<file path="src/design/bcc_pkg.sv">
// bcc_pkg: shared types and constants for the button click classifier.
// Used by bcc_core and button_click_classifier; no dependencies.
package bcc_pkg;

  localparam int unsigned TimeW  = 32;
  localparam int unsigned CfgW   = 16;
  localparam int unsigned EventW = 3;
  localparam int unsigned TallyW = 2;
  localparam int unsigned CfgIdxW = 8;

  // event codes
  localparam logic [EventW-1:0] EV_NONE      = 3'd0;
  localparam logic [EventW-1:0] EV_SHORT     = 3'd1;
  localparam logic [EventW-1:0] EV_DOUBLE    = 3'd2;
  localparam logic [EventW-1:0] EV_TRIPLE    = 3'd3;
  localparam logic [EventW-1:0] EV_LONG      = 3'd4;
  localparam logic [EventW-1:0] EV_VERY_LONG = 3'd5;

  localparam logic [TallyW-1:0] TALLY_MAX = 2'd3;

  // configuration register indexes
  localparam logic [CfgIdxW-1:0] REG_DEBOUNCE  = 8'd0;
  localparam logic [CfgIdxW-1:0] REG_LONG      = 8'd1;
  localparam logic [CfgIdxW-1:0] REG_VERY_LONG = 8'd2;
  localparam logic [CfgIdxW-1:0] REG_WINDOW    = 8'd3;

  localparam logic [CfgW-1:0] DEBOUNCE_RST  = 16'd50;
  localparam logic [CfgW-1:0] LONG_RST      = 16'd1000;
  localparam logic [CfgW-1:0] VERY_LONG_RST = 16'd3000;
  localparam logic [CfgW-1:0] WINDOW_RST    = 16'd300;

  typedef struct packed {
    logic [CfgW-1:0] debounce_ms;
    logic [CfgW-1:0] long_press_ms;
    logic [CfgW-1:0] very_long_press_ms;
    logic [CfgW-1:0] multi_click_window_ms;
  } bcc_cfg_t;

  typedef struct packed {
    logic              pressed;
    logic [TimeW-1:0]  debounce_stamp;
    logic [TimeW-1:0]  press_stamp;
    logic              long_done;
    logic              very_long_done;
    logic [TallyW-1:0] click_tally;
    logic [TimeW-1:0]  release_stamp;
    logic              awaiting_more;
  } bcc_state_t;

endpackage

</file>
<file path="src/design/bcc_core.sv">
// bcc_core: next-state and event logic for one poll of the click classifier.
// Depends on bcc_pkg. Purely combinational; state lives in the top level.
module bcc_core
  import bcc_pkg::*;
(
  input  bcc_cfg_t          cfg,
  input  bcc_state_t        st,
  input  logic [TimeW-1:0]  now_ms,
  input  logic              raw_pin,
  input  logic              edge_flag,
  output bcc_state_t        st_nxt,
  output logic [EventW-1:0] event_code
);

  logic [TimeW-1:0] db_stamp;
  logic [TimeW-1:0] quiet_time;
  logic [TimeW-1:0] held_time;
  logic [TimeW-1:0] gap_time;
  logic             adopt;
  logic             just_pressed;
  logic             just_counted;
  logic             ge_long;
  logic             ge_very_long;
  logic             ge_window;

  assign db_stamp   = edge_flag ? now_ms : st.debounce_stamp;
  assign quiet_time = now_ms - db_stamp;
  assign held_time  = now_ms - st.press_stamp;
  assign gap_time   = now_ms - st.release_stamp;

  assign adopt = (quiet_time >= {16'd0, cfg.debounce_ms}) && (raw_pin != st.pressed);
  assign just_pressed = adopt && raw_pin;
  // a release counted this poll restarts the window at zero elapsed time
  assign just_counted = adopt && !raw_pin && !st.long_done && !st.very_long_done;

  // elapsed time is zero on the poll that sets the stamp
  assign ge_long      = just_pressed ? (cfg.long_press_ms == '0)
                                     : (held_time >= {16'd0, cfg.long_press_ms});
  assign ge_very_long = just_pressed ? (cfg.very_long_press_ms == '0)
                                     : (held_time >= {16'd0, cfg.very_long_press_ms});
  assign ge_window    = just_counted ? (cfg.multi_click_window_ms == '0)
                                     : (gap_time >= {16'd0, cfg.multi_click_window_ms});

  always_comb begin
    st_nxt = st;
    st_nxt.debounce_stamp = db_stamp;
    event_code = EV_NONE;

    if (adopt) begin
      st_nxt.pressed = raw_pin;
      if (raw_pin) begin
        st_nxt.press_stamp    = now_ms;
        st_nxt.long_done      = 1'b0;
        st_nxt.very_long_done = 1'b0;
      end else if (just_counted) begin
        if (st.click_tally != TALLY_MAX) begin
          st_nxt.click_tally = st.click_tally + 2'd1;
        end
        st_nxt.release_stamp = now_ms;
        st_nxt.awaiting_more = 1'b1;
      end else begin
        st_nxt.click_tally   = '0;
        st_nxt.awaiting_more = 1'b0;
      end
    end

    if (st_nxt.pressed) begin
      if (!st_nxt.very_long_done && ge_very_long) begin
        event_code = EV_VERY_LONG;
        st_nxt.very_long_done = 1'b1;
        st_nxt.long_done      = 1'b1;
      end else if (!st_nxt.long_done && ge_long) begin
        event_code = EV_LONG;
        st_nxt.long_done = 1'b1;
      end
    end else if (st_nxt.awaiting_more) begin
      if (ge_window || st_nxt.click_tally == TALLY_MAX) begin
        case (st_nxt.click_tally)
          2'd1:      event_code = EV_SHORT;
          2'd2:      event_code = EV_DOUBLE;
          TALLY_MAX: event_code = EV_TRIPLE;
          default:   event_code = EV_NONE;
        endcase
        st_nxt.click_tally   = '0;
        st_nxt.awaiting_more = 1'b0;
      end
    end
  end

endmodule

</file>
<file path="src/design/button_click_classifier.sv">
// button_click_classifier: top level; input register, state, result register.
// Depends on bcc_pkg and bcc_core.
//
//  channel | ports                                      | direction
//  --------+--------------------------------------------+----------
//  in      | in_valid in_ready in_now_ms in_raw_pin      | sink
//          | in_edge_flag                               |
//  out     | out_valid out_ready out_event_code         | source
//  cfg     | cfg_valid cfg_ready cfg_index cfg_data     | sink
//
// An input transaction waits in the input register, then passes through
// bcc_core into the result register. One poll per cycle is sustained while
// out_ready stays high; the state update of a poll is done in the same cycle
// it leaves the input register, so polls may follow back to back.
// A stalled output holds both stages; the input register still takes a
// transaction while empty. Reset (rst_n low, synchronous) restores the config,
// state and valid flags to their defaults. cfg_ready is always high.
module button_click_classifier
  import bcc_pkg::*;
(
  input  logic                clk,
  input  logic                rst_n,
  input  logic                in_valid,
  output logic                in_ready,
  input  logic [TimeW-1:0]    in_now_ms,
  input  logic                in_raw_pin,
  input  logic                in_edge_flag,
  output logic                out_valid,
  input  logic                out_ready,
  output logic [EventW-1:0]   out_event_code,
  input  logic                cfg_valid,
  output logic                cfg_ready,
  input  logic [CfgIdxW-1:0]  cfg_index,
  input  logic [CfgW-1:0]     cfg_data
);

  bcc_cfg_t          cfg_r;
  bcc_state_t        st_r;
  bcc_state_t        st_nxt;
  logic              in_v_r;
  logic [TimeW-1:0]  now_r;
  logic              pin_r;
  logic              edge_r;
  logic              out_v_r;
  logic [EventW-1:0] ev_r;
  logic [EventW-1:0] ev_nxt;
  logic              advance;

  assign advance   = in_v_r && (!out_v_r || out_ready);
  assign in_ready  = !in_v_r || advance;
  assign cfg_ready = 1'b1;
  assign out_valid = out_v_r;
  assign out_event_code = ev_r;

  bcc_core u_core (
    .cfg        (cfg_r),
    .st         (st_r),
    .now_ms     (now_r),
    .raw_pin    (pin_r),
    .edge_flag  (edge_r),
    .st_nxt     (st_nxt),
    .event_code (ev_nxt)
  );

  always_ff @(posedge clk) begin
    if (!rst_n) begin
      cfg_r.debounce_ms           <= DEBOUNCE_RST;
      cfg_r.long_press_ms         <= LONG_RST;
      cfg_r.very_long_press_ms    <= VERY_LONG_RST;
      cfg_r.multi_click_window_ms <= WINDOW_RST;
    end else if (cfg_valid && cfg_ready) begin
      case (cfg_index)
        REG_DEBOUNCE:  cfg_r.debounce_ms           <= cfg_data;
        REG_LONG:      cfg_r.long_press_ms         <= cfg_data;
        REG_VERY_LONG: cfg_r.very_long_press_ms    <= cfg_data;
        REG_WINDOW:    cfg_r.multi_click_window_ms <= cfg_data;
        default: ;
      endcase
    end
  end

  always_ff @(posedge clk) begin
    if (!rst_n) begin
      in_v_r <= 1'b0;
    end else if (in_ready) begin
      in_v_r <= in_valid;
    end
  end

  always_ff @(posedge clk) begin
    if (in_valid && in_ready) begin
      now_r  <= in_now_ms;
      pin_r  <= in_raw_pin;
      edge_r <= in_edge_flag;
    end
  end

  always_ff @(posedge clk) begin
    if (!rst_n) begin
      st_r    <= '0;
      out_v_r <= 1'b0;
    end else begin
      if (advance) begin
        st_r    <= st_nxt;
        out_v_r <= 1'b1;
      end else if (out_ready) begin
        out_v_r <= 1'b0;
      end
    end
  end

  always_ff @(posedge clk) begin
    if (advance) begin
      ev_r <= ev_nxt;
    end
  end

  // a full tally is always reported in the poll that reaches it
  a_tally_never_full: assert property (@(posedge clk) disable iff (!rst_n)
    st_r.click_tally != TALLY_MAX)
    else $error("click tally held at its limit");

  a_very_long_implies_long: assert property (@(posedge clk) disable iff (!rst_n)
    st_r.very_long_done |-> st_r.long_done)
    else $error("very long done without long done");

  a_waiting_has_clicks: assert property (@(posedge clk) disable iff (!rst_n)
    st_r.awaiting_more |-> (st_r.click_tally != '0))
    else $error("awaiting more clicks with empty tally");

  a_event_in_range: assert property (@(posedge clk) disable iff (!rst_n)
    out_v_r |-> (ev_r <= EV_VERY_LONG))
    else $error("event code out of range");

  a_hold_event_while_pressed: assert property (@(posedge clk) disable iff (!rst_n)
    advance && (ev_nxt == EV_LONG || ev_nxt == EV_VERY_LONG) |=> st_r.pressed)
    else $error("hold event without pressed state");

endmodule

</file>
<file path="config.mk">
export PLATFORM = sky130hd
export DESIGN_NAME = button_click_classifier
export DESIGN_NICKNAME = d
export VERILOG_FILES = /design/src/design/bcc_pkg.sv /design/src/design/bcc_core.sv /design/src/design/button_click_classifier.sv
export SDC_FILE = /design/constraint.sdc
export NUM_CORES = 1
export LEC_CHECK = 0
export ABC_CLOCK_PERIOD_IN_PS = 5840
export BUFFER_PORTS_ARGS = -buffer_cell sky130_fd_sc_hd__buf_2
export CAP_MARGIN = 5
export CORE_MARGIN = 2
export CORE_UTILIZATION = 50
export DETAILED_ROUTE_END_ITERATION = 8
export GPL_TIMING_DRIVEN = 1
export PLACE_DENSITY = 0.73
export SYNTH_ARGS = -nofsm -noshare
export SYNTH_HDL_FRONTEND = slang
export SYNTH_SLANG_ARGS = --single-unit
</file>
<file path="constraint.sdc">
create_clock -name clk -period 5.84 [get_ports clk]
set_clock_uncertainty 0.1 [all_clocks]
set_input_delay 0.584 -clock clk [delete_from_list [all_inputs] [get_ports clk]]
set_output_delay 0.584 -clock clk [all_outputs]
set_load 0.01 [all_outputs]
</file>
==> impl_metrics.ini <==
[outcome]
status = completed

[synthesis]
synth_edf_count = 37
yosysSeqAreaShare_pct = 29.08
syn_nets = 2014
syn_area_per_cell_um2 = 8.600
synthFlopType = dfxtp_1
synthDistinctLibCells = 88
ys_seq_elements = 205
syn_area_um2 = 15390
synth_warnings = 0
synth_cells = 1789
async_reset_ff_share_pct = 0

[sta]
setup_slack_ns = 0.1669
fin_crit_ns = 5.673
worst_slew_pin_slew_ns = 1.152
setup_viol = 0
fin_crit_sh_pct = 97.14
grt_setup_unrepaired = yes
hold_violations = 0
fmax_ghz = 0.1763
maxSlewHeadroom_pct = 22.95
slew_violations = 0

[setup_path]
start_kind = register
endpoint_kind = register
crit_start = edge_r$_DFFE_PP_
critPathMaxFanout = 6
critical_path_required_ns = 6.15
crit_type = register to register
r2r-start = edge_r$_DFFE_PP_
arrival_ns = 5.98

[power_and_ir_drop]
vdd_ir_drop_max_mv = 0.2579
powerDensity_nw_per_um2 = 249.0
total_power_mw = 4.283
p_leak_nw = 7.487

[global_route]
grt_start_max_net_pins = 87
antenna_found_initial = 0
grt_overflow = 0
grt_pass1_wl_mm = 66.23
grt_usage_pct = 24.86
grt_pass1_vias = 12910

[floorplan]
initial_utilization_pct = 50.56
fp.dieW_um = 179.4
dieArea_um2 = 32190
coreArea_um2 = 30430
fp.dieH_um = 179.4
io_pins = 69
row_count = 64

[routing]
final_antenna_net_count = 0
wl_met3_mm = 2.465
drt-met1-wl_mm = 18.74
drc = 0
vias = 13310
first_pass_iters = 6
top_layer_used = met4
wl_per_cell_um = 18.51
vias_per_cell = 5.887
wl_mm = 41.85
drt_iter0_drc = 904
wl_met2_mm = 19.67

[clock_network]
cts.sinks = 205
htree_levels = 1
clk_path_buf_depth = 3
cts_tree = done
root_buffer = clkbuf_16
path_clk_slew_ns = 0.06
insertion_delay_ns = 0.52
numCtsBuffers = 25

[placement]
place_ws_ns = -0.05713
numPortBuffers = 67
gp_congestion = 0.9546
dp_hpwl_mm = 32.08
placed_cells = 2212

[min_path]
hold_path_class = input port to register
worstHoldStart = in_now_ms[28]

[layout]
antenna_cells = 0
drive_above_1_share_pct = 9.759
layout.cells.non_filler = 2261
nets = 2072
syn_to_final_growth_pct = 11.78

[run]
maxCapViolCount = 0
[synthesized netlist by cell type (7+ instances only)]
master / instances / area share (%)
dfxtp_1: 168 / 22
ha_1: 159 / 13
inv_1: 159 / 3.9
nand2_1: 150 / 3.7
mux2i_1: 146 / 9.5
nor2b_1: 115 / 4.7
a21oi_1: 107 / 3.5
nor2_1: 90 / 2.2
o21ai_0: 56 / 1.8
a21o_1: 52 / 2.5
clkbuf_1: 50 / 1.2
xnor2_1: 43 / 2.4
edfxtp_1: 37 / 7.2
nand3_1: 33 / 1.1
o211a_1: 32 / 2.1
nand4_1: 28 / 1.1
o211ai_1: 28 / 1.4
nor3_1: 27 / 0.88
o21a_1: 27 / 1.3
a211oi_1: 19 / 0.93
nor4_1: 19 / 0.77
xor2_1: 19 / 1.1
a21boi_0: 17 / 0.83
nand2b_1: 16 / 0.65
a31oi_1: 11 / 0.45
o21bai_1: 10 / 0.49
and2_1: 8 / 0.33
and3_1: 8 / 0.33
o21ai_1: 8 / 0.26
or4_1: 8 / 0.39
a2111oi_0: 7 / 0.40
a211o_1: 7 / 0.40
or3_1: 7 / 0.28
[power by group]
group / total (mW) / switching, mW / internal, mW
combinational: 1.05 / 0.613 / 0.438
clock: 1.70 / 0.608 / 1.09
sequential: 1.53 / 0.0497 / 1.48
[cells in the final DEF, fill, tap and decap left out, drive strengths merged, types with 28 or more instances in the layout]
cell type / instances
a21o: 52
a21oi: 110
buf: 97
clkbuf: 35
dfxtp: 168
edfxtp: 37
ha: 159
inv: 159
mux2i: 146
nand2: 153
nand3: 33
nand4: 28
nor2: 91
nor2b: 115
o211a: 32
o211ai: 28
o21ai: 65
xnor2: 43
[critical path, cell delays in order (launching register included)]
cell       delay (ns)
edfxtp_1         0.39
mux2_2           0.36
ha_1             0.23
fa_2             0.36
nand2b_4         0.17
a21oi_4          0.16
nor2_2           0.08
or4_1            0.54
nand2_2          0.08
xor2_1           0.16
ha_1             0.26
nand4_1          0.10
nor2_1           0.05
and4_1           0.20
a211oi_1         0.20
o2111ai_1        0.15
or4_4            0.45
or4_4            0.56
buf_4            0.19
nand2_4          0.08
a21o_1           0.15
nand4_1          0.22
a32o_1           0.33
[layout make-up]
class / count / area [um2]
fill: 2768 / 13230
multi-input combinational: 1357 / 10050
sequential: 205 / 4474
clock buffer: 33 / 726.9
timing repair buffer: 99 / 666.9
inverter: 159 / 596.8
tap: 396 / 495.5
clock inverter: 12 / 187.7
[state kept, by name, indices dropped and copies added, names as in the netlist]
name	cells
out_event_code	3
now_r	32
edge_r	1
st_r	102
pin_r	1
cfg_r	64
in_v_r	1
out_valid	1
[stage by stage]
step	hold slack [ns]	cell area, um2	TNS [ns]	utilization, %
CTS	0.1172	17050	0	56.03
detailed placement	0.3766	16120	-0.1262	52.99
global route	0.1200	17200	-0.3092	56.52
global placement	0.3585	16120	0	52.99
floorplan	0.3410	15390	0	-
finish	0.1367	17200	0	56.52
[timing repair]
item,4_1_cts,5_1_grt
hold buffers,0,0
hold endpoints to repair,0,0
gates resized for setup,3,22
gates cloned,0,3
pin swaps,1,7
buffers inserted,0,1
setup endpoints to repair,16,72
[per-layer routing]
layer	vias up	GRT usage [%]
li1	6541	-
met1	6347	32.44
met2	357	42.87
met3	65	3.647
met4	0	6.764
met5	-	0
[cells by family (layout without fill, tap and decap cells)]
group | Yosys count | count (layout) | synth area share (%)
AO/OA/AOI/OAI | 441 | 441 | 20.01
XOR/XNOR | 62 | 62 | 3.529
adder cells (fa/ha/maj) | 162 | 162 | 13.32
buffers and inverters | 227 | 303 | 6.172
flip-flops | 205 | 205 | 29.08
multiplexers | 148 | 148 | 9.645
other | 1 | 1 | 0.02437
AND/OR/NAND/NOR | 543 | 543 | 18.22
[path summary, 6_finish.rpt]
path | to | slack, ns | cells past startpoint
max | st_r[34]$_SDFFE_PN0P_ | 0.17 | 22
min | now_r[28]$_DFFE_PP_ | 0.14 | 1
max reg2reg | st_r[34]$_SDFFE_PN0P_ | 0.17 | 22
min reg2reg | st_r[69]$_SDFFE_PN0P_ | 0.38 | 2
Note: power is estimated with default switching activity, not from simulation.
